==> config.mk <==
export PLATFORM = sky130hd
export DESIGN_NAME = hlm_ram
export DESIGN_NICKNAME = d
export VERILOG_FILES = /design/src/rtl/core/horizontal_line_mirror_core_assert.svh /design/src/rtl/core/hlm_ram.sv
export SDC_FILE = /design/constraint.sdc
export NUM_CORES = 1
export LEC_CHECK = 0
export BUFFER_PORTS_ARGS = -buffer_cell sky130_fd_sc_hd__buf_2
export CAP_MARGIN = 20
export CORE_MARGIN = 4
export CORE_UTILIZATION = 60
export DETAILED_ROUTE_END_ITERATION = 16
export GPL_ROUTABILITY_DRIVEN = 0
export PLACE_DENSITY = 0.83
export RECOVER_POWER = 50
export SLEW_MARGIN = 30
export SYNTH_ARGS = -nofsm -noshare
export SYNTH_HDL_FRONTEND = slang
export SYNTH_SLANG_ARGS = --single-unit
==> constraint.sdc <==
create_clock -name clk_i -period 2 [get_ports clk_i]
set_input_delay 0.2 -clock clk_i [delete_from_list [all_inputs] [get_ports clk_i]]
set_output_delay 0.2 -clock clk_i [all_outputs]
set_load 0.01 [all_outputs]
==> src/rtl/core/horizontal_line_mirror_core_assert.svh <==
// ----------------------------------------------------------------------------
// Assertion macros for the line mirror core
// Implication checks sampled on clk_i, disabled during reset.
// ----------------------------------------------------------------------------
`ifndef HORIZONTAL_LINE_MIRROR_CORE_ASSERT_SVH
`define HORIZONTAL_LINE_MIRROR_CORE_ASSERT_SVH

// same-cycle implication
`define HLM_ASSERT_IMP(lbl, ante, cons, msg) \
  lbl: assert property (@(posedge clk_i) disable iff (!rst_ni) (ante) |-> (cons)) \
    else $error(msg);

// next-cycle implication
`define HLM_ASSERT_NXT(lbl, ante, cons, msg) \
  lbl: assert property (@(posedge clk_i) disable iff (!rst_ni) (ante) |=> (cons)) \
    else $error(msg);

`endif

==> src/rtl/core/hlm_ram.sv <==
// ----------------------------------------------------------------------------
// hlm_ram
// Generic simple dual-port RAM, one write and one registered read per cycle.
// ----------------------------------------------------------------------------
`default_nettype none

module hlm_ram #(
  parameter int unsigned WIDTH = 8,
  parameter int unsigned DEPTH = 16,
  localparam int unsigned AW = $clog2(DEPTH)
) (
  input  wire logic             clk_i,
  input  wire logic             we_i,
  input  wire logic [AW-1:0]    waddr_i,
  input  wire logic [WIDTH-1:0] wdata_i,
  input  wire logic             re_i,
  input  wire logic [AW-1:0]    raddr_i,
  output logic      [WIDTH-1:0] rdata_o
);

  logic [WIDTH-1:0] mem_q [DEPTH];

  always_ff @(posedge clk_i) begin
    if (we_i) begin
      mem_q[waddr_i] <= wdata_i;
    end
    if (re_i) begin
      rdata_o <= mem_q[raddr_i];
    end
  end

endmodule

`default_nettype wire

### Yosys cells after proc, flatten, opt, wreduce, memory -nomap -nowiden

Memories as Yosys holds them, arrays and structs flattened. A register that Yosys moved wholly into a read port is not among the register bits.
Cells that the tools add are included.

* bits in latches: 0
* RAM bits: 128
* register bits after elaboration: 0
* memories: 1
* memory bits (read-only): 0
* logic and storage cells: 3

* eq/ne operators: 0
* add/sub/neg operators: 0
* $mul: 0
* bitwise operators: 0
* shifts and indexed selects: 0
* $lt $le $gt $ge: 0
* divide/modulo/power cells: 0
* multiplexer cells: 2
* reductions and logical operators: 0

Memories
* mem_q: depth 16, bits a word 8, rd ports 1, clocked after Yosys merged registers in 1, wr ports 1, line hlm_ram.sv:21 `logic [WIDTH-1:0] mem_q [DEPTH];`

Operator list (count)
* $mux W1: 2

### Logic depth before layout (Yosys ltp)

* depth after elaboration: 2
* gate-level depth with buffers: 5

### Worst setup path before layout

OpenSTA, ideal clock, no wires.

* path type: in2reg
* start point: input waddr_i[2]
* end point: memory mem_q[0][0] (enable)
* arrival time: 1.310 ns
* cell stages on the path: 2
* setup slack: 0.307 ns
* library setup time: 0.383 ns
* buffers on the path: 0
* cell sequence: or3b_2 -> nor3_1

RTL lines
* start, declared: line hlm_ram.sv:14 `input wire logic [AW-1:0] waddr_i,`
* end, declared: line hlm_ram.sv:21

Straight into the memory's write port.

==> run summary <==
Initial drt markers -> 228
Input/output buffers -> 26
Syn Inst Count -> 229
Most Used Layer, Global Route -> met2
Static Leakage -> 2.091 nW
Largest net degree at the start of global routing -> 33
Rows -> 33
DR vias -> 2600
Final setup viols -> 0
Final Slew Violations -> 0
Synthesized area -> 5228 µm²
Syn_nets -> 248
Critical path required time -> 2.28 ns
Area Overhead vs Synth -> 18.31%
Max stage delay on crit path -> 0.56 ns
Yosys reg bits -> 136
Core box area -> 8341 µm²
Via-to-Cell Ratio -> 6.468
Die X -> 101.3 µm
Buffers plus inverters on the worst setup path -> 0
Total grt overflow -> 0
TritonCTS Buffers -> 17
Die area -> 10270 µm²
Sequential-to-total area share from yosys stat -> 0.7812
H-tree levels -> 4
Routed len/inst -> 26.73 µm
Final Non-Filler Cells -> 402
R2R Setup Slk -> 0.46 ns
Skew-Pair Late Insertion Delay -> 0.53 ns
Clock Tree Root -> clkbuf_8
Antenna viol nets, final -> 0
Final nets -> 303
Fmax -> 648.8 MHz
Initial Utilization -> 0.6268
Critical path endpoint category -> flip-flop
Setup Skew -> 0.009502 ns
MaxCap Viol Count -> 0
FF-to-FF path depth -> 3
Grt met3 use -> 0.07645
Startpoint types -> flip-flop
Post-CTS Setup Repair Bufs -> 0
Most frequent cells in the layout -> edfxtp_1 (136), mux4_2 (18), buf_4 (17)
Tightest Pin Transition -> 0.6874 ns
Number of buffers on the longest clock path -> 2
Crit. path cell count -> 3
Ant diodes -> 0
Crit-path max FO -> 1
Maximum vdd drop -> 0.7570 mV
Filler Cell Count -> 467
Post-cts sizing count -> 0
Final Critical Period -> 1.541 ns
Setup CP Type -> flip-flop to flip-flop
Critical Path End -> rdata_o[1]
Synthesis Warnings -> 0
Initial antenna violation count -> 0
Global-route usage over all layers -> 0.2367
Synth unique cells -> 18
CTS Sinks -> 136
Multi-input gate area -> 1057 µm²
Ports -> 27
Pwr Density -> 1099 nW/µm²
Hold Vio Cnt, Final -> 0
Slowest cell on crit path -> mux4_1
DP Cell Count -> 370
RSZ-0062 raised after global routing -> no
Register area -> 4084 µm²
Post-CTS Hold Buffers -> 0
Ratio of final minimum period to clock period -> 0.7707
Crit-path cells -> mux4_1, a22oi_1, nand2_1
CTS tree -> yes
GR Util met1 -> 0.3247
TritonRoute pass-1 iters -> 4
Die Height -> 101.3 µm
Post-DP HPWL -> 6.016 mm
Worst hold path class -> input port to flip-flop
Max-slew headroom -> 0.5417
FF-to-FF End -> rdata_o[1]
Family with the most delay on the worst path -> multiplexers
Critical R2R Launch -> mem_q[1][1]
Final Core Density -> 0.7415
Met2 Use GR -> 0.3602
Drt total wl -> 10.75 mm
Setup TNS -> 0 ns
Worst-path clk slew -> 0.06 ns
DR DRC count -> 0
Global-route wire length before repair -> 16.57 mm
Status -> completed
Vias in the first global route -> 2681
Most common cell after layout, fill and taps aside -> edfxtp_1
Mean cell area of the mapped netlist -> 22.83 µm²
Arrival time at the worst endpoint -> 1.82 ns
Worst setup startpoint -> mem_q[1][1]
WHS -> 0.1895 ns
Share of cells above drive strength 1 -> 0.2828
[worst min-delay path by stage]
stage	startpoint	endpoint	slack [ns]	cells after the start
final	re_i	rdata_o[2]	0.19	1
after global routing	re_i	rdata_o[3]	0.19	1
after CTS	wdata_i[0]	mem_q[5][0]	0.03	1
after detailed placement	wdata_i[0]	mem_q[7][0]	0.59	1
after global placement	wdata_i[0]	mem_q[6][0]	0.57	1
after floorplan	wdata_i[0]	mem_q[0][0]	0.30	0
[layer usage]
layer	routed length, µm	share of wire
met5	0	0
met1	4280	0.40
met4	273	0.025
met3	930	0.087
met2	5262	0.49
[stage by stage]
| stage | worst slack (ns) | area, µm² | total power, mW |
|---|---|---|---|
| 6_report | 0.4587 | 6185 | 6.797 |
| 5_1_grt | 0.4017 | 6185 | 7.029 |
| 4_1_cts | 0.4326 | 6201 | 6.848 |
| 3_5_place_dp | 0.2069 | 5578 | 3.584 |
| 3_3_place_gp | 0.2253 | 5578 | 3.569 |
| 2_1_floorplan | 0.3071 | 5228 | 3.452 |
[synth_stat cells]
| cell type | number | area (µm²) |
|---|---|---|
| edfxtp_1 | 136 | 4084 |
| mux4_2 | 18 | 405.4 |
| a22oi_1 | 16 | 120.1 |
| mux4_1 | 14 | 367.9 |
| nor2_1 | 13 | 48.80 |
| nand2_1 | 9 | 33.78 |
| nor3_1 | 4 | 20.02 |
| buf_2 | 3 | 15.01 |
| buf_6 | 3 | 33.78 |
| clkdlybuf4s25_2 | 3 | 30.03 |
| nand2b_1 | 2 | 12.51 |
| nand3b_1 | 2 | 15.01 |
| and2_1 | 1 | 6.260 |
| and2b_1 | 1 | 7.510 |
| buf_4 | 1 | 7.510 |
| nand3_1 | 1 | 5.000 |
| nor2b_1 | 1 | 6.260 |
| or3b_2 | 1 | 8.760 |
[power by group]
part           switching (mW)  total [mW]  internal [mW]
Combinational           0.176       0.299          0.123
Clock                    1.12        3.27           2.14
Sequential             0.0175        3.23           3.21
Total                    1.32        6.80           5.48
[cells by family after synthesis]
family | synth area share
AOI/OAI and AO/OA | 0.02298
buffers and inverters | 0.01651
DFF | 0.7812
muxes | 0.1479
and+or+nand+nor | 0.03136
[flip-flops by register name, indices dropped and copies added (netlist names)]
name / flops
mem_q: 128
rdata_o: 8
[final cells by class]
class | count | area share
Clock inverter | 13 | 0.03257
Sequential cell | 136 | 0.6603
Tap cell | 105 | 0.02124
Clock buffer | 19 | 0.06818
Multi-Input combinational cell | 83 | 0.1709
Timing Repair Buffer | 46 | 0.04673
(Power assumes the default switching activity.)
