==> src/rtl/core/horizontal_line_mirror_core_assert.svh <==
// ----------------------------------------------------------------------------
// Assertion macros for the line mirror core
// Implication checks sampled on clk_i, disabled during reset.
// ----------------------------------------------------------------------------
`ifndef HORIZONTAL_LINE_MIRROR_CORE_ASSERT_SVH
`define HORIZONTAL_LINE_MIRROR_CORE_ASSERT_SVH

// same-cycle implication
`define HLM_ASSERT_IMP(lbl, ante, cons, msg) \
  lbl: assert property (@(posedge clk_i) disable iff (!rst_ni) (ante) |-> (cons)) \
    else $error(msg);

// next-cycle implication
`define HLM_ASSERT_NXT(lbl, ante, cons, msg) \
  lbl: assert property (@(posedge clk_i) disable iff (!rst_ni) (ante) |=> (cons)) \
    else $error(msg);

`endif

==> src/rtl/core/hlm_pkg.sv <==
// ----------------------------------------------------------------------------
// hlm_pkg
// Shared constants, types and helpers of the line mirror core.
// ----------------------------------------------------------------------------
`default_nettype none

package hlm_pkg;

  localparam int unsigned MAX_LINE_BYTES_DEF = 8192;

  localparam int unsigned CFG_IDX_W    = 2;
  localparam int unsigned LINE_BYTES_W = 14;
  localparam int unsigned CFG_DATA_W   = LINE_BYTES_W;

  localparam logic [CFG_IDX_W-1:0] CFG_PIXEL_FORMAT = 2'd0;
  localparam logic [CFG_IDX_W-1:0] CFG_LINE_BYTES   = 2'd1;
  localparam logic [CFG_IDX_W-1:0] CFG_MIRROR_ON    = 2'd2;

  localparam logic [1:0] FMT_PACKED8  = 2'd0;
  localparam logic [1:0] FMT_PACKED16 = 2'd1;
  localparam logic [1:0] FMT_PACKED24 = 2'd2;
  localparam logic [1:0] FMT_PLANAR   = 2'd3;

  localparam logic OP_DATA  = 1'b0;
  localparam logic OP_FLUSH = 1'b1;

  localparam int unsigned QDEPTH = 4;
  localparam int unsigned QPTR_W = $clog2(QDEPTH);
  localparam int unsigned QLVL_W = $clog2(QDEPTH + 1);

  typedef struct packed {
    logic valid;
    logic last;
    logic flip;
  } hlm_tag_t;

  typedef struct packed {
    logic              room;
    logic [QLVL_W-1:0] level;
  } hlm_bstat_t;

  function automatic logic [1:0] pix_size(input logic [1:0] fmt);
    logic [1:0] s;
    case (fmt)
      FMT_PACKED16: s = 2'd2;
      FMT_PACKED24: s = 2'd3;
      default:      s = 2'd1;
    endcase
    return s;
  endfunction

  function automatic logic [7:0] flip_bits(input logic [7:0] v);
    logic [7:0] r;
    for (int i = 0; i < 8; i++) begin
      r[i] = v[7-i];
    end
    return r;
  endfunction

endpackage

`default_nettype wire

==> src/rtl/core/hlm_back.sv <==
// ----------------------------------------------------------------------------
// hlm_back
// Finish read bytes (bit flip for mirrored planar rows) and queue them for the output.
// ----------------------------------------------------------------------------
`default_nettype none

module hlm_back (
  input  wire logic          clk_i,
  input  wire logic          rst_ni,
  input  wire hlm_pkg::hlm_tag_t tag_i,
  input  wire logic [7:0]    rdata_i,
  output hlm_pkg::hlm_bstat_t bstat_o,
  output logic               m_valid_o,
  input  wire logic          m_ready_i,
  output logic [7:0]         m_data_o,
  output logic               m_last_o
);

  import hlm_pkg::*;

  logic [8:0]        fifo_q [QDEPTH];
  logic [QPTR_W-1:0] wr_ptr_q;
  logic [QPTR_W-1:0] rd_ptr_q;
  logic [QLVL_W-1:0] level_q;
  logic [7:0]        byte_fin;
  logic              push;
  logic              pop;

  assign byte_fin  = tag_i.flip ? flip_bits(rdata_i) : rdata_i;
  assign push      = tag_i.valid;
  assign m_valid_o = (level_q != '0);
  assign pop       = m_valid_o & m_ready_i;
  assign m_data_o  = fifo_q[rd_ptr_q][7:0];
  assign m_last_o  = fifo_q[rd_ptr_q][8];

  assign bstat_o.level = level_q;
  assign bstat_o.room  = ((QLVL_W + 1)'(level_q) + (QLVL_W + 1)'(tag_i.valid))
                         < (QLVL_W + 1)'(QDEPTH);

  always_ff @(posedge clk_i) begin
    if (push) begin
      fifo_q[wr_ptr_q] <= {tag_i.last, byte_fin};
    end
  end

  always_ff @(posedge clk_i or negedge rst_ni) begin
    if (!rst_ni) begin
      wr_ptr_q <= '0;
      rd_ptr_q <= '0;
      level_q  <= '0;
    end else begin
      if (push) begin
        wr_ptr_q <= wr_ptr_q + QPTR_W'(1);
      end
      if (pop) begin
        rd_ptr_q <= rd_ptr_q + QPTR_W'(1);
      end
      case ({push, pop})
        2'b10:   level_q <= level_q + QLVL_W'(1);
        2'b01:   level_q <= level_q - QLVL_W'(1);
        default: level_q <= level_q;
      endcase
    end
  end

endmodule

`default_nettype wire

==> config.mk <==
export PLATFORM = sky130hd
export DESIGN_NAME = hlm_back
export DESIGN_NICKNAME = d
export VERILOG_FILES = /design/src/rtl/core/horizontal_line_mirror_core_assert.svh /design/src/rtl/core/hlm_pkg.sv /design/src/rtl/core/hlm_back.sv
export SDC_FILE = /design/constraint.sdc
export NUM_CORES = 1
export LEC_CHECK = 0
export BUFFER_PORTS_ARGS = -buffer_cell sky130_fd_sc_hd__buf_2
export CAP_MARGIN = 20
export CORE_ASPECT_RATIO = 0.8
export CORE_UTILIZATION = 50
export CTS_CLUSTER_DIAMETER = 40
export DETAILED_ROUTE_END_ITERATION = 8
export GPL_ROUTABILITY_DRIVEN = 0
export GPL_TIMING_DRIVEN = 0
export HOLD_SLACK_MARGIN = 0.1
export MAX_ROUTING_LAYER = met4
export PLACE_DENSITY_LB_ADDON = 0.25
export RECOVER_POWER = 50
export SLEW_MARGIN = 10
export SYNTH_ARGS = -nofsm -noshare
export SYNTH_HDL_FRONTEND = slang
export SYNTH_SLANG_ARGS = --single-unit
==> constraint.sdc <==
create_clock -name clk_i -period 1.8 [get_ports clk_i]
set_input_delay 0.27 -clock clk_i [delete_from_list [all_inputs] [get_ports clk_i]]
set_output_delay 0.27 -clock clk_i [all_outputs]
set_load 0.01 [all_outputs]
# Word level (Yosys, flattened, before mapping)
# Memories as Yosys holds them, arrays and structs flattened.
# Index checks and enable logic that the tools add are counted.
# totals
regBits	7
ram_bits	36
inputBits	14
memories	1
# memory_table
memory	words	word_bits	read_ports	rd_clocked_by_memory_dff	write_ports	line	source
fifo_q	4	9	1	0	1	hlm_back.sv:21	logic [8:0] fifo_q [QDEPTH];
# classes
addsub	5
n_lt_le_gt_ge	1
eq_ne	2
n_mux	4
bitwise	1
n_reduce_logical	2
# op_table
operator	n
$mux W8	1
$pmux W3 S2	1
$add A2 B1 Y2 const B	2
$add A3 B1 Y4	1
$lt A4 B3 Y1 const B	1
$add A3 B1 Y3 const B	1
$reduce_bool A3 Y1	1
$sub A3 B1 Y3 const B	1
$eq A2 B1 Y1 const B	1
$eq A2 B2 Y1 const B	1
$mux W1	2
$reduce_bool A2 Y1	1
$and A1 B1 Y1	1

# Longest topological paths before layout
# logic_depth
word_depth	4
mapped_depth	8

# Worst setup path before layout
# OpenSTA, ideal clock, no wires.
# synth_path
path_kind	register -> register
startpoint	register level_q[0]
endpoint	register level_q[2]
setup_time_ns	0.079
arrival_time_ns	1.632
path_slack_ns	0.088
path_stages_with_launch	8
path_buffers	0
path_cell_list	dfrtp_1 -> o31a_1 -> ha_1 -> inv_1 -> fa_1 -> xor2_1 -> nor2_1 -> xor2_1
# synth_between
elab_chain_len	4
# synth_lines
item	line	source
start, declared	hlm_back.sv:24	logic [QLVL_W-1:0] level_q;
start signal, assigned	hlm_back.sv:59	2'b10: level_q <= level_q + QLVL_W'(1);
start signal, assigned	hlm_back.sv:60	2'b01: level_q <= level_q - QLVL_W'(1);
start signal, assigned	hlm_back.sv:61	default: level_q <= level_q;
$reduce_bool A3 Y1 *	hlm_back.sv:31	assign m_valid_o = (level_q != '0);
$and A1 B1 Y1 *	hlm_back.sv:32	assign pop = m_valid_o & m_ready_i;
via pop	hlm_back.sv:27	logic pop;
$eq A2 B1 Y1 / $eq A2 B2 Y1 (equally long branches)	hlm_back.sv:58	case ({push, pop})
$pmux W3 S2 / $reduce_bool A2 Y1 (equally long branches)	--	
# The timed path passes the listed nets; every way through them passes the cells marked *.
# A chain may end at the register's enable or synchronous reset.

# Worst setup path after layout
# layout_path
startpoint	register rd_ptr_q[0]
endpoint	output port m_data_o[4]
# layout_between
elab_chain_len	1
# layout_lines
item	line	source
start, declared	hlm_back.sv:23	logic [QPTR_W-1:0] rd_ptr_q;
start signal, assigned	hlm_back.sv:56	rd_ptr_q <= rd_ptr_q + QPTR_W'(1);
$mem_v2 Z4 W9	--	
end, declared	hlm_back.sv:15	output logic [7:0] m_data_o,
# Every way passes these cells.

==> results_dict.tcl <==
set metrics [dict create \
    wl_microns 3000 \
    io_buffers 25 \
    fp.dieArea_sq_um 3860 \
    synth_area_sq_um 1810 \
    max_freq_mhz 562 \
    crit_slowest_cell "mux4_2" \
    start_util 0.525 \
    core_sq_um 3450 \
    grt.total_usage 0.177 \
    viasPerCell 5.21 \
    root_buffer "clkbuf_8" \
    yosys_warnings 0 \
    avgSynthCellArea_sq_um 19.2 \
    dr_total_vias 922 \
    min_period_over_period 0.989 \
    final_area_sq_um 2200 \
    drcViolationCount 0 \
    diodes 0 \
    insertion_delay_ns 0.29 \
    place_ws_ns 0.00425 \
    path_class "reg -> out" \
    worst-path-max-fanout 5 \
    crit_path_max_incr_delay_ns 0.52 \
    clk_pin_slew_ns 0.07 \
    setup_ws_ns 0.0193 \
    htreeDepth 2 \
    die_y_microns 55.8 \
    powerDensity_nw_per_um2 1590 \
    synth_seq_cells 43 \
    crit_family "multiplexers" \
    worst_pin_slew_ns 0.496 \
    hold_start "tag_i[1]" \
    worst-path-buf-inv 2 \
    tns_ns 0 \
    ioPinCount 28 \
    skew_ns 0.00218 \
    drt_iter0_drc 89 \
    r2r-end "level_q[2]" \
    path_cells "buf_8, mux4_2, buf_6" \
    grt_max_degree 13 \
    place_inst 161 \
    ys_seq_area_frac 0.695 \
    hold_viol_final 0 \
    syn_nets 114 \
    cts_tree "done" \
    clockBufferDepth 2 \
    crit_arrival_ns 1.51 \
    final_max_slew_viol_count 0 \
    grt-ovfl-total 0 \
    status "complete, no violations" \
    rsz0062_at_grt "yes" \
    timing.hold.ws_ns 0.277 \
    finish.utilization 0.638 \
    die_w_microns 69.2 \
    p_leak_nw 0.839 \
    hold_class "in -> reg" \
    antenna_found_initial 0 \
    drive_above_1_share 0.363 \
    dp_hpwl_microns 1880 \
    final_cell_mix "edfxtp_1 (36), buf_2 (19), mux4_2 (9), mux2_1 (8), buf_4 (7)" \
    area_growth_pct 21.6 \
    start_kind "flip-flop" \
    required_ns 1.53 \
    syn_inst 94 \
    grt_pass1_wl_microns 4660 \
    yosys.cell_types.count 21 \
    r2r_start "level_q[2]" \
    power_mw 3.49 \
    rr_worst_depth 7 \
    place_area_sq_um 1990 \
    layout_min_cycle_time_ns 1.78 \
    ir_drop_v 0.000583 \
    drtPass1Iterations 4 \
    fin_nets 155 \
    max_slew_margin 0.669 \
    worstHoldEndpoint "fifo_q[1][8]" \
    mostFrequentLayoutCell "edfxtp_1" \
    fp-row-count 19 \
    endpoint_kind "primary output" \
    hold_depth 1 \
    maxCapViolations 0 \
    cts.sinks 43 \
    wire_per_inst_microns 17.0 \
    setup_violations 0 \
    cts_buffers 5 \
    reg2reg_slack_ns 0.10 \
    instances_no_fill 177 \
    antenna_left 0 \
    grt_pass1_vias 948 \
]
==> metal layers <==
metal	GRT usage	vias up	wire length [microns]
li1	-	434	-
met1	0.220	463	1330
met2	0.266	20	1480
met3	0.0616	5	139
met4	0.0787	0	57
met5	-	-	0
==> worst reg2reg max path, delay by kind of cell, from the launching register on <==
kind | cells | cell delay [ns]
xor gates and xnor gates | 2 | 0.30
and+or+nand+nor | 1 | 0.12
AOI/OAI and AO/OA | 1 | 0.19
buffers and inverters | 1 | 0.06
adders and majority gates | 2 | 0.57
DFF | 1 | 0.41
==> timing repair <==
| item | 4_1_cts | 5_1_grt |
|---|---|---|
| hold buffers | 1 | 0 |
| resized for setup | 4 | 4 |
| endpoints found under the hold margin | 7 | 0 |
| endpoints found under the setup margin | 8 | 9 |
| buffers inserted | 2 | 5 |
| pin swaps | 0 | 1 |
| gates cloned | 0 | 1 |
==> worst max-delay path by stage <==
stage / startpoint / slack (ns) / depth (start not counted) / endpoint
3_3_place_gp: level_q[0] / 0.07 / 7 / level_q[2]
2_1_floorplan: level_q[0] / 0.09 / 7 / level_q[2]
3_5_place_dp: level_q[0] / 0.004 / 7 / level_q[2]
4_1_cts: rd_ptr_q[0] / -0.01 / 3 / m_data_o[4]
5_1_grt: rd_ptr_q[0] / -0.04 / 3 / m_data_o[4]
6_report: rd_ptr_q[0] / 0.02 / 3 / m_data_o[4]
==> power by group <==
part | switching (mW) | leakage (nW) | internal [mW] | total [mW]
clock | 0.298 | 0.0513 | 0.406 | 0.704
sequential | 0.121 | 0.411 | 1.35 | 1.47
combinational | 0.597 | 0.377 | 0.720 | 1.32
==> synth_stat cells, drive strengths merged <==
master	number	area (sq um)
fa	1	20.0
or3	1	6.26
xnor2	2	17.5
xor2	4	35.0
dfrtp	7	175
nor2	1	3.75
mux2	8	90.1
a31oi	1	6.26
buf	3	21.3
inv	6	22.5
mux4	9	206
nand2	2	7.51
clkbuf	1	3.75
o21ai	1	5.00
and2	4	25.0
edfxtp	36	1080
mux2i	1	10.0
o31a	1	8.76
ha	5	62.6
==> cells by family (layout without fill, tap and decap cells) <==
| kind of cell | count (synthesis) | in the layout | share of synthesized area |
|---|---|---|---|
| AO/OA/AOI/OAI | 3 | 3 | 0.0111 |
| XOR/XNOR | 6 | 6 | 0.0291 |
| adder cells (fa/ha/maj) | 6 | 6 | 0.0457 |
| buffers and inverters | 10 | 51 | 0.0263 |
| flip-flops | 43 | 43 | 0.695 |
| multiplexers | 18 | 18 | 0.170 |
| AND/OR/NAND/NOR | 8 | 8 | 0.0235 |
==> layout make-up <==
| class | count | area [sq um] |
|---|---|---|
| tap | 42 | 52.6 |
| multi-input combinational | 41 | 500 |
| clock buffer | 6 | 72.6 |
| timing repair buffer | 34 | 234 |
| sequential | 43 | 1260 |
| fill | 249 | 1250 |
| inverter | 6 | 22.5 |
| clock inverter | 1 | 30.0 |
| buffer | 4 | 27.5 |
==> sequential cells by signal, summed over array words and instances, names as in the netlist <==
signal,flops
wr_ptr_q,2
rd_ptr_q,2
level_q,3
fifo_q,36
(Power assumes the default switching activity.)
