--- src/rtl/core/horizontal_line_mirror_core_assert.svh ---
// ----------------------------------------------------------------------------
// Assertion macros for the line mirror core
// Implication checks sampled on clk_i, disabled during reset.
// ----------------------------------------------------------------------------
`ifndef HORIZONTAL_LINE_MIRROR_CORE_ASSERT_SVH
`define HORIZONTAL_LINE_MIRROR_CORE_ASSERT_SVH

// same-cycle implication
`define HLM_ASSERT_IMP(lbl, ante, cons, msg) \
  lbl: assert property (@(posedge clk_i) disable iff (!rst_ni) (ante) |-> (cons)) \
    else $error(msg);

// next-cycle implication
`define HLM_ASSERT_NXT(lbl, ante, cons, msg) \
  lbl: assert property (@(posedge clk_i) disable iff (!rst_ni) (ante) |=> (cons)) \
    else $error(msg);

`endif

--- src/rtl/core/hlm_pkg.sv ---
// ----------------------------------------------------------------------------
// hlm_pkg
// Shared constants, types and helpers of the line mirror core.
// ----------------------------------------------------------------------------
`default_nettype none

package hlm_pkg;

  localparam int unsigned MAX_LINE_BYTES_DEF = 8192;

  localparam int unsigned CFG_IDX_W    = 2;
  localparam int unsigned LINE_BYTES_W = 14;
  localparam int unsigned CFG_DATA_W   = LINE_BYTES_W;

  localparam logic [CFG_IDX_W-1:0] CFG_PIXEL_FORMAT = 2'd0;
  localparam logic [CFG_IDX_W-1:0] CFG_LINE_BYTES   = 2'd1;
  localparam logic [CFG_IDX_W-1:0] CFG_MIRROR_ON    = 2'd2;

  localparam logic [1:0] FMT_PACKED8  = 2'd0;
  localparam logic [1:0] FMT_PACKED16 = 2'd1;
  localparam logic [1:0] FMT_PACKED24 = 2'd2;
  localparam logic [1:0] FMT_PLANAR   = 2'd3;

  localparam logic OP_DATA  = 1'b0;
  localparam logic OP_FLUSH = 1'b1;

  localparam int unsigned QDEPTH = 4;
  localparam int unsigned QPTR_W = $clog2(QDEPTH);
  localparam int unsigned QLVL_W = $clog2(QDEPTH + 1);

  typedef struct packed {
    logic valid;
    logic last;
    logic flip;
  } hlm_tag_t;

  typedef struct packed {
    logic              room;
    logic [QLVL_W-1:0] level;
  } hlm_bstat_t;

  function automatic logic [1:0] pix_size(input logic [1:0] fmt);
    logic [1:0] s;
    case (fmt)
      FMT_PACKED16: s = 2'd2;
      FMT_PACKED24: s = 2'd3;
      default:      s = 2'd1;
    endcase
    return s;
  endfunction

  function automatic logic [7:0] flip_bits(input logic [7:0] v);
    logic [7:0] r;
    for (int i = 0; i < 8; i++) begin
      r[i] = v[7-i];
    end
    return r;
  endfunction

endpackage

`default_nettype wire

--- src/rtl/core/hlm_front.sv ---
// ----------------------------------------------------------------------------
// hlm_front
// Accept and classify items, hold configuration and line state, drive the
// line-store write and the mirrored (or, with mirroring off, straight) read of the previous line.
// ----------------------------------------------------------------------------
`default_nettype none

module hlm_front #(
  parameter int unsigned MAX_LINE_BYTES = hlm_pkg::MAX_LINE_BYTES_DEF,
  localparam int unsigned POS_W = $clog2(MAX_LINE_BYTES),
  localparam int unsigned AW = POS_W + 1
) (
  input  wire logic                            clk_i,
  input  wire logic                            rst_ni,
  input  wire logic                            cfg_we_i,
  input  wire logic [hlm_pkg::CFG_IDX_W-1:0]   cfg_idx_i,
  input  wire logic [hlm_pkg::CFG_DATA_W-1:0]  cfg_data_i,
  input  wire logic                            s_valid_i,
  input  wire logic                            s_room_i,
  input  wire logic                            s_op_i,
  input  wire logic [7:0]                      s_data_i,
  output logic                                 ram_we_o,
  output logic      [AW-1:0]                   ram_waddr_o,
  output logic      [7:0]                      ram_wdata_o,
  output logic                                 ram_re_o,
  output logic      [AW-1:0]                   ram_raddr_o,
  output hlm_pkg::hlm_tag_t                    tag_o
);

  import hlm_pkg::*;

  localparam int unsigned LEN_W = $clog2(MAX_LINE_BYTES + 1);
  localparam int unsigned CMP_W = (LEN_W > LINE_BYTES_W) ? LEN_W : LINE_BYTES_W;

  logic [1:0]       fmt_q;
  logic [LEN_W-1:0] len_q;
  logic             mirror_q;
  logic             bank_q;
  logic [POS_W-1:0] pos_q;
  logic [1:0]       phase_q;
  logic             plv_q;
  hlm_tag_t         tag_q;

  logic [CMP_W-1:0] lb_ext;
  logic [LEN_W-1:0] len_d;
  logic [1:0]       size;
  logic [1:0]       phase_inc;
  logic [1:0]       phase_d;
  logic [LEN_W-1:0] start;
  logic [LEN_W-1:0] rem;
  logic [LEN_W-1:0] src_w;
  logic             last;
  logic             fire;
  logic             is_flush;
  logic             act;
  logic             emit;

  always_comb begin
    lb_ext = CMP_W'(cfg_data_i[LINE_BYTES_W-1:0]);
    if (lb_ext == '0) begin
      len_d = LEN_W'(1);
    end else if (lb_ext > CMP_W'(MAX_LINE_BYTES)) begin
      len_d = LEN_W'(MAX_LINE_BYTES);
    end else begin
      len_d = LEN_W'(lb_ext);
    end
  end

  always_comb begin
    size  = pix_size(fmt_q);
    start = LEN_W'(pos_q) - LEN_W'(phase_q);
    rem   = len_q - start;
    if (!mirror_q) begin
      src_w = LEN_W'(pos_q);
    end else if (rem >= LEN_W'(size)) begin
      src_w = rem - LEN_W'(size) + LEN_W'(phase_q);
    end else begin
      src_w = len_q - LEN_W'(1) - LEN_W'(pos_q);
    end
    phase_inc = phase_q + 2'd1;
    phase_d   = (phase_inc >= size) ? 2'd0 : phase_inc;
  end

  assign last     = (LEN_W'(pos_q) == (len_q - LEN_W'(1)));
  assign fire     = s_valid_i & s_room_i;
  assign is_flush = (s_op_i == OP_FLUSH);
  assign act      = fire & ~(is_flush & ~plv_q);
  assign emit     = fire & plv_q;

  assign ram_we_o    = act;
  assign ram_waddr_o = {bank_q, pos_q};
  assign ram_wdata_o = is_flush ? 8'h00 : s_data_i;
  assign ram_re_o    = emit;
  assign ram_raddr_o = {~bank_q, src_w[POS_W-1:0]};
  assign tag_o       = tag_q;

  always_ff @(posedge clk_i or negedge rst_ni) begin
    if (!rst_ni) begin
      fmt_q    <= FMT_PACKED8;
      len_q    <= LEN_W'(1);
      mirror_q <= 1'b1;
      bank_q   <= 1'b0;
      pos_q    <= '0;
      phase_q  <= '0;
      plv_q    <= 1'b0;
      tag_q    <= '0;
    end else begin
      tag_q.valid <= emit;
      tag_q.last  <= last;
      tag_q.flip  <= mirror_q & (fmt_q == FMT_PLANAR);
      if (cfg_we_i) begin
        case (cfg_idx_i)
          CFG_PIXEL_FORMAT: begin
            fmt_q   <= cfg_data_i[1:0];
            pos_q   <= '0;
            phase_q <= '0;
            plv_q   <= 1'b0;
          end
          CFG_LINE_BYTES: begin
            len_q   <= len_d;
            pos_q   <= '0;
            phase_q <= '0;
            plv_q   <= 1'b0;
          end
          CFG_MIRROR_ON: begin
            mirror_q <= cfg_data_i[0];
          end
          default: begin
          end
        endcase
      end else if (act) begin
        if (last) begin
          pos_q   <= '0;
          phase_q <= '0;
          bank_q  <= ~bank_q;
          plv_q   <= ~is_flush;
        end else begin
          pos_q   <= pos_q + POS_W'(1);
          phase_q <= phase_d;
        end
      end
    end
  end

endmodule

`default_nettype wire

--- config.mk ---
export PLATFORM = sky130hd
export DESIGN_NAME = hlm_front
export DESIGN_NICKNAME = d
export VERILOG_FILES = /design/src/rtl/core/horizontal_line_mirror_core_assert.svh /design/src/rtl/core/hlm_pkg.sv /design/src/rtl/core/hlm_front.sv
export SDC_FILE = /design/constraint.sdc
export NUM_CORES = 1
export LEC_CHECK = 0
export BUFFER_PORTS_ARGS = -buffer_cell sky130_fd_sc_hd__buf_2
export CORE_MARGIN = 4
export CORE_UTILIZATION = 50
export CTS_BUF_LIST = sky130_fd_sc_hd__clkbuf_8 sky130_fd_sc_hd__clkbuf_16
export CTS_CLUSTER_SIZE = 10
export DETAILED_ROUTE_END_ITERATION = 8
export PLACE_DENSITY = 0.72
export SYNTH_ARGS = -nofsm -noshare
export SYNTH_HDL_FRONTEND = slang
export SYNTH_SLANG_ARGS = --single-unit
export TNS_END_PERCENT = 100
--- constraint.sdc ---
create_clock -name clk_i -period 10.9 [get_ports clk_i]
set_clock_uncertainty 0.15 [all_clocks]
set_input_delay 1.09 -clock clk_i [delete_from_list [all_inputs] [get_ports clk_i]]
set_output_delay 1.09 -clock clk_i [all_outputs]
set_load 0.01 [all_outputs]
# Yosys cells after proc, flatten, opt, wreduce, memory -nomap -nowiden
# Cells that the tools add are included.
# op_classes
addsub	8
magnitude_cmp	3
n_eq_ne	7
n_mux	19
bitwise_logic	10
n_reduce_logical	11
# ops
cell	count
two-way mux 13 bit	6
two-way mux 14 bit	2
== test 13 x 14 -> 1 bit	1
greater-or-equal comparator 14 x 2 -> 1 bit	1
greater-than comparator 14 bit (second input constant)	1
logical NOT 14 bit	1
subtractor 13 x 2 -> 14 bit	1
subtractor 14 x 1 -> 14 bit (second input constant)	1
subtractor 14 bit	1
adder 13 x 1 -> 13 bit (second input constant)	1
adder 13 x 2 -> 13 bit	1
subtractor 13 bit	1
subtractor 13 x 2 -> 13 bit	1
two-way mux 2 bit	5
two-way mux 8 bit	1
AND reduction 2 bit	4
== test 2 bit (second input constant)	3
AND reduction 3 bit	2
AND 1 bit	5
NOT 1 bit	5
== test 2 x 1 -> 1 bit (second input constant)	2
two-way mux 1 bit	4
one-hot mux 2 bit (2 select lines)	1
nonzero test 2 bit	2
other kinds (5)	5
# totals
register_bits	37
output_inout_bits	41
wordCells	68

# Logic depth before layout (Yosys ltp)
# Gate-level depths: netlist (run 1).
# depth
depth_word	7
ltp_mapped	20

# Least setup slack after synthesis (run 1)
# No wires, ideal clock.
# synth_timing
kind	register to output
from	register pos_q[1]
to	output ram_raddr_o[12]
arrival_time_ns	4.230
required_ns	9.660
setup_slack_ns	5.430
path_stages_with_launch	18
path_buffers	0
path_cell_list	dfrtp_1 -> fa_1 -> inv_1 -> fa_1 -> a21oi_2 -> o2111ai_1 -> xor2_1 -> inv_1 -> ha_1 -> or2_2 -> a21oi_1 -> a31oi_1 -> a31oi_1 -> a211oi_2 -> a311oi_1 -> xor2_1 -> or3_1 -> a41oi_2
# synth_via
elab_chain_len	6
# synth_rtl
element	line_no	source
start, declared	hlm_front.sv:39	logic [POS_W-1:0] pos_q;
start signal, assigned	hlm_front.sv:138	pos_q <= pos_q + POS_W'(1);
subtractor 13 x 2 -> 14 bit	hlm_front.sv:71	start = LEN_W'(pos_q) - LEN_W'(phase_q);
subtractor 14 bit	hlm_front.sv:72	rem = len_q - start;
subtractor 13 x 2 -> 13 bit	hlm_front.sv:76	src_w = rem - LEN_W'(size) + LEN_W'(phase_q);
adder 13 x 2 -> 13 bit	hlm_front.sv:76	
two-way mux 13 bit (*)	hlm_front.sv:75	end else if (rem >= LEN_W'(size)) begin
two-way mux 13 bit (*)	hlm_front.sv:73	if (!mirror_q) begin
end, declared	hlm_front.sv:26	output logic [AW-1:0] ram_raddr_o,
# Every way passes the cells marked *; elsewhere a longest branch is shown, timed or not.

# Worst setup path after layout (run 1)
# Ends and elaborated chain as after synthesis.

==> results of run 1 <==
-- metal layers --
layer,vias up,global-route usage,share of wire
met1,1859,0.291,0.47
met3,7,0.0280,0.052
met4,0,0.0404,0.0089
met2,104,0.370,0.47
met5,-,0,0
li1,2021,-,-
-- worst max-delay path, cell delays in order, from the launching register on --
cell and delay [ps]:
dfrtp_1 480, fa_1 560, inv_1 70, ha_1 320, a211oi_1 280, o21bai_1 120, a21oi_1 180, xnor2_1 180
inv_1 120, ha_1 370, and3_1 190, a21oi_1 190, a31oi_1 180, a31oi_1 340, a211oi_2 90, a311oi_1 350
xor2_1 130, or3_1 340, a41oi_2 160, buf_2 150
-- cell families after synthesis --
group                    share of synthesized area
adder cells (fa/ha/maj)                      0.209
AND/OR/NAND/NOR                              0.194
AO/OA/AOI/OAI                                0.204
multiplexers                                0.0165
XOR/XNOR                                     0.101
flip-flops                                   0.211
buffers and inverters                       0.0655
-- cells in the mapped netlist (5+ instances only) --
library cell and instances:
nand3_1 11, mux2i_1 5, a21oi_1 36, ha_1 64, inv_1 51, a21o_1 10
nor2b_1 18, fa_1 5, nor2_1 38, nand2b_1 7, a31oi_1 7, nand2_1 40
o21ai_0 36, xnor2_1 34, xor2_1 15, o21ai_1 5, a22o_1 12, dfrtp_1 35
nor3_1 16, nor4_1 7
-- through the flow --
| step | utilization | hold slack [ps] |
|---|---|---|
| after global placement | 0.574 | 326 |
| after detailed placement | 0.574 | 338 |
| final | 0.585 | 348 |
| after CTS | 0.585 | 352 |
| after floorplan | - | 317 |
| after global routing | 0.585 | 388 |
-- where the power goes --
group          internal [mW]  switching, mW  total, mW
combinational          0.421          0.541      0.962
clock                 0.0497         0.0471     0.0967
sequential             0.150         0.0233      0.173
-- layout make-up --
type,instances,share of cell area
clock inverter,2,0.00153
clock buffer,6,0.0168
tap,105,0.0268
timing repair buffer,71,0.0730
inverter,53,0.0411
multi-input combinational,431,0.651
sequential,37,0.189
-- flip-flops by register name, summed over array words and instances (netlist names) --
name	cells
len_q	14
fmt_q	2
bank_q	1
pos_q	13
phase_q	2
mirror_q	1
tag_o	3
plv_q	1
-- path summary, 6_finish.rpt --
check,from,to,slack [ps],cells after the start
hold / removal,bank_q,bank_q,350,1
min in group asynchronous,rst_ni,len_q[8],740,1
hold reg to reg,bank_q,bank_q,350,1
setup reg to reg,len_q[4],pos_q[8],7100,12
setup / recovery,pos_q[1],ram_raddr_o[12],4570,19
max in group asynchronous,rst_ni,pos_q[1],9330,1
==> run metrics, run 1 <==
top cells by area, synth=dfrtp_1 (20%), ha_1 (18%), xnor2_1 (6.8%); Post-synth ARST share=1.00; CTS Buf Count=5; Rows=33; area leader, netlist=dfrtp_1; post-synthesis cell area=4410 um2; routed length per instance=15.3 um; # placed instances=697; TritonCTS clock tree=done; Gate Count Post-Synth=~530; unrepaired setup endpoints after global routing=false; DP Wirelength=around 9000 um; synth unique cells=65; cts repair resizes=0; max_cap viols=0; Pwr Total=about 1.2 mW; worst-path fanout max=7; Initial Utilization=0.526; Slew HR=0.323; worst-margin pin slew=approximately 1000 ps; DRT iter0 DRCs=196; Ant. Diodes=0; Critical Path End Type=output port; syn avg cell area=approximately 8.3 um2; Critical Path Source Type=flip-flop; dpl ws=between 4000 and 5000 ps; Post-CTS Setup Bufs=0; CTS sink count=37; Post-Place Cell Area=4810 um2; Clk Tree Root Cell=clkbuf_8; DR pass1 iterations=4; ANT nets after route=0; final setup fails=0; Port Buffers=70; initial antenna violation count=0; area occupied by multi-input gates=around 3200 um2; core area=approximately 8400 um2; syn nets=~630; FMAX=approximately 0.16 GHz; outcome=finished clean; top cell type's share of synthesized area=0.199; WS Path Type=flip-flop to output port; Final Cell Area=4900 um2; main flop type after synthesis=dfrtp_1; YS warnings=0; Pwr Density=251 nW/um2; worst vdd ir=about 120 uV; IO Count=a little over 70; Lkg Pwr=2.35 nW; sequential share of the synthesized area=0.211; Worst Path Arrival=a little over 5000 ps; RD Place Congestion=between 0.9 and 1; Post-Route WL=between 10000 and 15000 um; Post-synth EDFFs=0; Die W=102 um; Slew Viols, Final=0; post-layout min period=6330 ps; Reg area=roughly 930 um2; Non-Filler Instances=just over 700; via count=around 4000; grt total ovfl=0; Tcrit/Tclk final=0.581; layout cells sized above 1=0.163; drt drc=0; Hold WC Path Type=flip-flop to flip-flop; post-route setup slack=around 4600 ps; area delta synth->final=11.2%; Clock Latency Late Sink=approximately 290 ps; Fin. Hold Viols=0; DIE AREA=around 10000 um2; clk slew on worst S/H paths=70 ps; most common cell after layout, fill and taps aside=buf_2; Setup TNS Final=0 ps; Seq cells post-synth=37; via density per instance=5.66; first-pass GRT wire length=between 15000 and 20000 um; most frequent cells in the layout=buf_2 (70), ha_1 (64), inv_1 (53); vias in the first global route=between 3000 and 4000; CTS Hold Bufs=0; CTS HTree Levels=2; Filler Cell Count=783; Die H=102 um; WP data required=9660 ps; NumNets Final=~700; total track usage=0.215; pin count of the biggest net entering global routing=38; CTS max path bufs=2
No activity file was read; power rests on OpenSTA's default activity.
==> inputs of run 2 (changes only) <==
- PLACE_DENSITY: 0.72 -> 0.75
- clock period: 10.9 -> 5.8 ns (I/O delays scaled with it)
==> run metrics, run 2 (synthesis results as in run 1) <==
outcome=finished clean; switching share of power=0.495; cell mode on critical path=fa_1; initial antenna violation count=0; Clock Latency Late Sink=290 ps; met3 usage=0.0300; Slew HR=0.343; DR pass1 iterations=4; pin count of the biggest net entering global routing=38; worst vdd ir=between 200 and 250 uV; most frequent cells in the layout=buf_2 (70), ha_1 (64), inv_1 (52); CTS sink count=37; Setup TNS Final=0 ps; RR Startpoint=len_q[4]; area occupied by multi-input gates=3230 um2; NumNets Final=702; Hold WS=approximately 220 ps; Pwr Density=between 400 and 500 nW/um2; DP Wirelength=slightly above 9000 um; CTS Buf Count=5; worst-margin pin slew=just under 1000 ps; Critical Path End Type=output port; post-layout min period=~5600 ps; Worst Path Arrival=approximately 4800 ps; reg2reg end=pos_q[4]; GRT busiest layer=met2; IO Count=~70; CP max-delay cell=fa_1; routed length per instance=15.7 um; Ant. Diodes=0; # placed instances=697; met2 Use GR=0.386; TritonCTS clock tree=done; Post-Route WL=~11000 um; via count=~4000; grt total ovfl=0; Final Cell Area=around 5000 um2; Post-Place Cell Area=~4800 um2; worst-path fanout max=7; most common cell after layout, fill and taps aside=buf_2; Die W=102 um; P_sw=1.19 mW; Fin. Hold Viols=0; Reg area=around 930 um2; total track usage=0.223; clk slew on worst S/H paths=roughly 70 ps; CTS max path bufs=2; Hold WC Path Type=input port to asynchronous set/reset pin; FMAX=between 0.15 and 0.2 GHz; CTS HTree Levels=2; core area=8380 um2; Pint=approximately 1.2 mW; Rows=33; Die H=102 um; final setup fails=0; vias in the first global route=slightly below 4000; Port Buffers=70; drt drc=0; area delta synth->final=12.6%; via density per instance=roughly 5.7; layout cells sized above 1=0.185; WS Path Type=flip-flop to output port; Slew Viols, Final=0; GRT met1 Usage=0.297; ANT nets after route=0; Lkg Pwr=approximately 2.4 nW; max_cap viols=0; Initial Utilization=0.526; max reg flops=14; CP max stage delay=about 550 ps; Clk Tree Root Cell=clkbuf_8; Tcrit/Tclk final=0.960; Non-Filler Instances=around 710; first-pass GRT wire length=roughly 19000 um; reg2reg path depth=12; Critical Path Source Type=flip-flop; DRT iter0 DRCs=~160; power share of the combinational group=0.793; DIE AREA=a little over 10000 um2; Largest Register=len_q; share of total power in sequential cells=0.135; RD Place Congestion=0.962; crit path cell chain=fa_1 > inv_1 > fa_1 > inv_1 > fa_1 > fa_1 > nor2b_2 > o2111ai_1 > a31oi_2 > a31oi_2 > a211oi_2 > a311oi_2 > xor2_1 > or3_1 > a41oi_2 > buf_2; Filler Cell Count=770; WP data required=a little over 5000 ps; R2R Setup Slk=approximately 2000 ps; Clock Power Share=0.071
[run 2: cell types whose count changed in the layout (fill, tap and decap cells not counted), sizes merged]
cell / delta
buf: +4
clkbuf: -1
clkinv: +2
inv: -1
[run 2: power by group through the flow]
stage	Combinational, mW	Sequential, mW	Clock, mW
final	1.91	0.326	0.172
after global routing	2.12	0.331	0.189
after CTS	1.81	0.324	0.175
after detailed placement	1.79	0.329	0
after global placement	1.73	0.327	0
after floorplan	1.41	0.311	0
[run 2: area by class of cell]
cell class	count	area share
inverter	53	0.0406
clock buffer	5	0.0139
timing repair buffer	75	0.0781
sequential	37	0.188
tap	105	0.0265
clock inverter	3	0.00277
multi-input combinational	431	0.651
[run 2: per-layer routing]
layer / wire (um) / share of wire
met1: 5180 / 0.46
met2: 5310 / 0.48
met3: 524 / 0.047
met4: 138 / 0.012
met5: 0 / 0
[run 2: through the flow]
step | setup WS, ps | utilization | total power [mW]
final | 230 | 0.592 | 2.40
after global routing | -4.45 | 0.592 | 2.64
after CTS | 79.5 | 0.584 | 2.31
after detailed placement | 412 | 0.574 | 2.12
after global placement | 548 | 0.574 | 2.06
after floorplan | 840 | - | 1.73
[run 2: worst max path at each step]
stage,start,endpoint,slack [ps],cells past startpoint
detailed placement,pos_q[1],ram_raddr_o[12],410,19
global placement,pos_q[1],ram_raddr_o[12],550,19
floorplan,pos_q[1],ram_raddr_o[12],840,17
finish,pos_q[1],ram_raddr_o[12],230,16
CTS,pos_q[1],ram_raddr_o[12],80,19
global route,pos_q[1],ram_raddr_o[12],-4,16
[run 2: worst max-delay path, delay by kind of cell, from the launching register on]
| kind | cells | cell delay [ps] |
|---|---|---|
| flip-flops | 1 | 460 |
| AND/OR/NAND/NOR | 2 | 510 |
| buffers and inverters | 3 | 270 |
| adder cells (fa/ha/maj) | 4 | 2090 |
| XOR/XNOR | 1 | 180 |
| AO/OA/AOI/OAI | 6 | 1050 |
[run 2: timing repair]
| action | 4_1_cts | 5_1_grt |
|---|---|---|
| resized for setup | 0 | 9 |
| hold buffers | 0 | 0 |
| setup buffers | 0 | 4 |
| setup endpoints to repair | 0 | 2 |
==> inputs of run 3 (changes only) <==
--- a/config.mk
+++ b/config.mk
@@ -13,2 +13,3 @@
 export DETAILED_ROUTE_END_ITERATION = 8
+export MAX_ROUTING_LAYER = met4
 export PLACE_DENSITY = 0.75
==> constraint.sdc (replaced) <==
create_clock -name clk_i -period 5.8 [get_ports clk_i]
set_clock_uncertainty 0.15 [all_clocks]
set_input_delay 1.16 -clock clk_i [delete_from_list [all_inputs] [get_ports clk_i]]
set_output_delay 1.16 -clock clk_i [all_outputs]
set_load 0.01 [all_outputs]
==> run metrics, run 3 (synthesis results as in run 1) <==
outcome=complete, but fails checks; failing checks=negative setup slack; NumNets Final=724; worst-path fanout max=4; vias in the first global route=between 4000 and 5000; worst-margin pin slew=about 940 ps; Clock Latency Late Sink=290 ps; Lkg Pwr=about 2.5 nW; Critical Path Source Type=flip-flop; reg2reg path depth=13; Ant. Diodes=0; Pwr Total=roughly 2.8 mW; final core utilization=0.636; R2R Setup Slk=between 1500 and 2000 ps; FMAX=roughly 0.17 GHz; reg2reg end=pos_q[5]; CP max stage delay=570 ps; DRT iter0 DRCs=around 170; Post-Place Cell Area=roughly 4900 um2; total track usage=0.233; CP bufs+invs=4; Rows=33; DR pass1 iterations=5; CTS Buf Count=5; Critical Path End Type=output port; GRT met1 Usage=0.302; Fin. Hold Viols=0; CTS max path bufs=2; ANT nets after route=0; via count=4202; Largest Register=len_q; initial antenna violation count=0; Worst Path Arrival=approximately 4600 ps; Slew HR=0.373; WS Path Type=flip-flop to output port; Die W=between 100 and 150 um; layout cells sized above 1=0.267; Setup crit end=ram_raddr_o[12]; max reg flops=14; most frequent cells in the layout=buf_2 (70), ha_1 (56), inv_1 (45); routed length per instance=between 15 and 20 um; CP max-delay cell=fa_1; met2 Use GR=0.394; Initial Utilization=0.526; area delta synth->final=20.9%; Worst path depth=20; DIE AREA=~10000 um2; crit path cell chain=fa_1 > inv_2 > fa_2 > a21oi_4 > buf_4 > nor2b_1 > nor2_2 > xnor2_2 > inv_2 > ha_4 > and3_1 > a21oi_2 > a31oi_2 > a31oi_2 > a211oi_2 > a311oi_2 > xor2_1 > or3_1 > a41oi_2 > buf_2; Tcrit/Tclk final=1.02; WHS Path Cells=1; unrepaired setup endpoints after global routing=true; max_cap viols=0; Final Cell Area=about 5300 um2; via density per instance=~5.7; Pwr Density=between 500 and 600 nW/um2; worst vdd ir=between 200 and 250 uV; Port Buffers=70; CTS HTree Levels=2; post-route setup slack=-114 ps; DP Wirelength=a little over 9000 um; Post-Route WL=11900 um; met3 usage=0.0232; Die H=~100 um; Filler Cell Count=745; clk slew on worst S/H paths=80 ps; core area=approximately 8400 um2; Clk Tree Root Cell=clkbuf_8; RR Startpoint=len_q[2]; IO Count=71; final setup fails=1; first-pass GRT wire length=roughly 19000 um; GRT busiest layer=met2; WP data required=roughly 4500 ps; most common cell after layout, fill and taps aside=buf_2; drt drc=0; Slew Viols, Final=0; grt total ovfl=0; post-layout min period=5910 ps; TritonCTS clock tree=done; CTS sink count=37; pin count of the biggest net entering global routing=38; crit path launch=pos_q[1]; CP delay by family, top=compound AO/OA/AOI/OAI gates; Hold WC Path Type=flip-flop to flip-flop; RD Place Congestion=approximately 1; dpl ws=-28.8 ps
run 3: cell count changes in the layout (fill, tap and decap cells not counted), moves of 4 or more:
cell | before | now
a21oi_2 | 1 | 5
buf_4 | 5 | 26
ha_1 | 64 | 56
a21oi_1 | 36 | 31
ha_4 | 0 | 6
inv_2 | 1 | 7
inv_1 | 52 | 45
run 3: worst min path at each step:
stage                     slack [ps]  endpoint    from
after detailed placement         330    bank_q  bank_q
after floorplan                  320    bank_q  bank_q
after global routing             380    bank_q  bank_q
final                            360    bank_q  bank_q
after CTS                        360    bank_q  bank_q
after global placement           330    bank_q  bank_q
run 3: timing repair:
item                       4_1_cts  5_1_grt
hold buffers                     0        0
gates resized for setup         17       31
buffers inserted                 9        7
setup endpoints to repair        4        5
pin swaps                       15       18
run 3: through the flow:
step	hold WS, ps	std cells	TNS [ps]
detailed placement	332	707	-28.8
global route	383	731	-777
floorplan	317	533	0
global placement	328	707	0
CTS	359	724	-78.1
finish	358	731	-114
run 3: worst register-to-register path, stage by stage (launching register included):
cell and delay (ps):
dfrtp_1 400, buf_4 160, nor4_2 320, nand3_1 210, or4_1 450, xnor2_1 150, ha_1 360, nand4_1 140
nor3_1 210, and3_1 360, nand2b_1 450, nor2_1 90, o21ai_0 200, o21ai_0 120
run 3: power by group:
part / internal (mW) / total (mW) / switching (mW)
Clock: 0.0830 / 0.183 / 0.0998
Sequential: 0.282 / 0.319 / 0.0369
Combinational: 1.11 / 2.35 / 1.24
run 3: routing by layer:
metal,part of all wire,up-vias,wire (um)
li1,-,2063,-
met2,0.48,138,5660
met4,0.010,0,122
met3,0.056,12,665
met1,0.46,1989,5460
met5,0,-,0
run 3: final cells by class:
type,count,area [um2],share of cell area
Multi-Input combinational cell,431,3430,0.643
Sequential cell,37,928,0.174
Timing Repair Buffer,97,557,0.104
Inverter,53,201,0.0378
Tap cell,105,131,0.0246
Clock buffer,5,68.8,0.0129
Clock inverter,3,17.5,0.00328
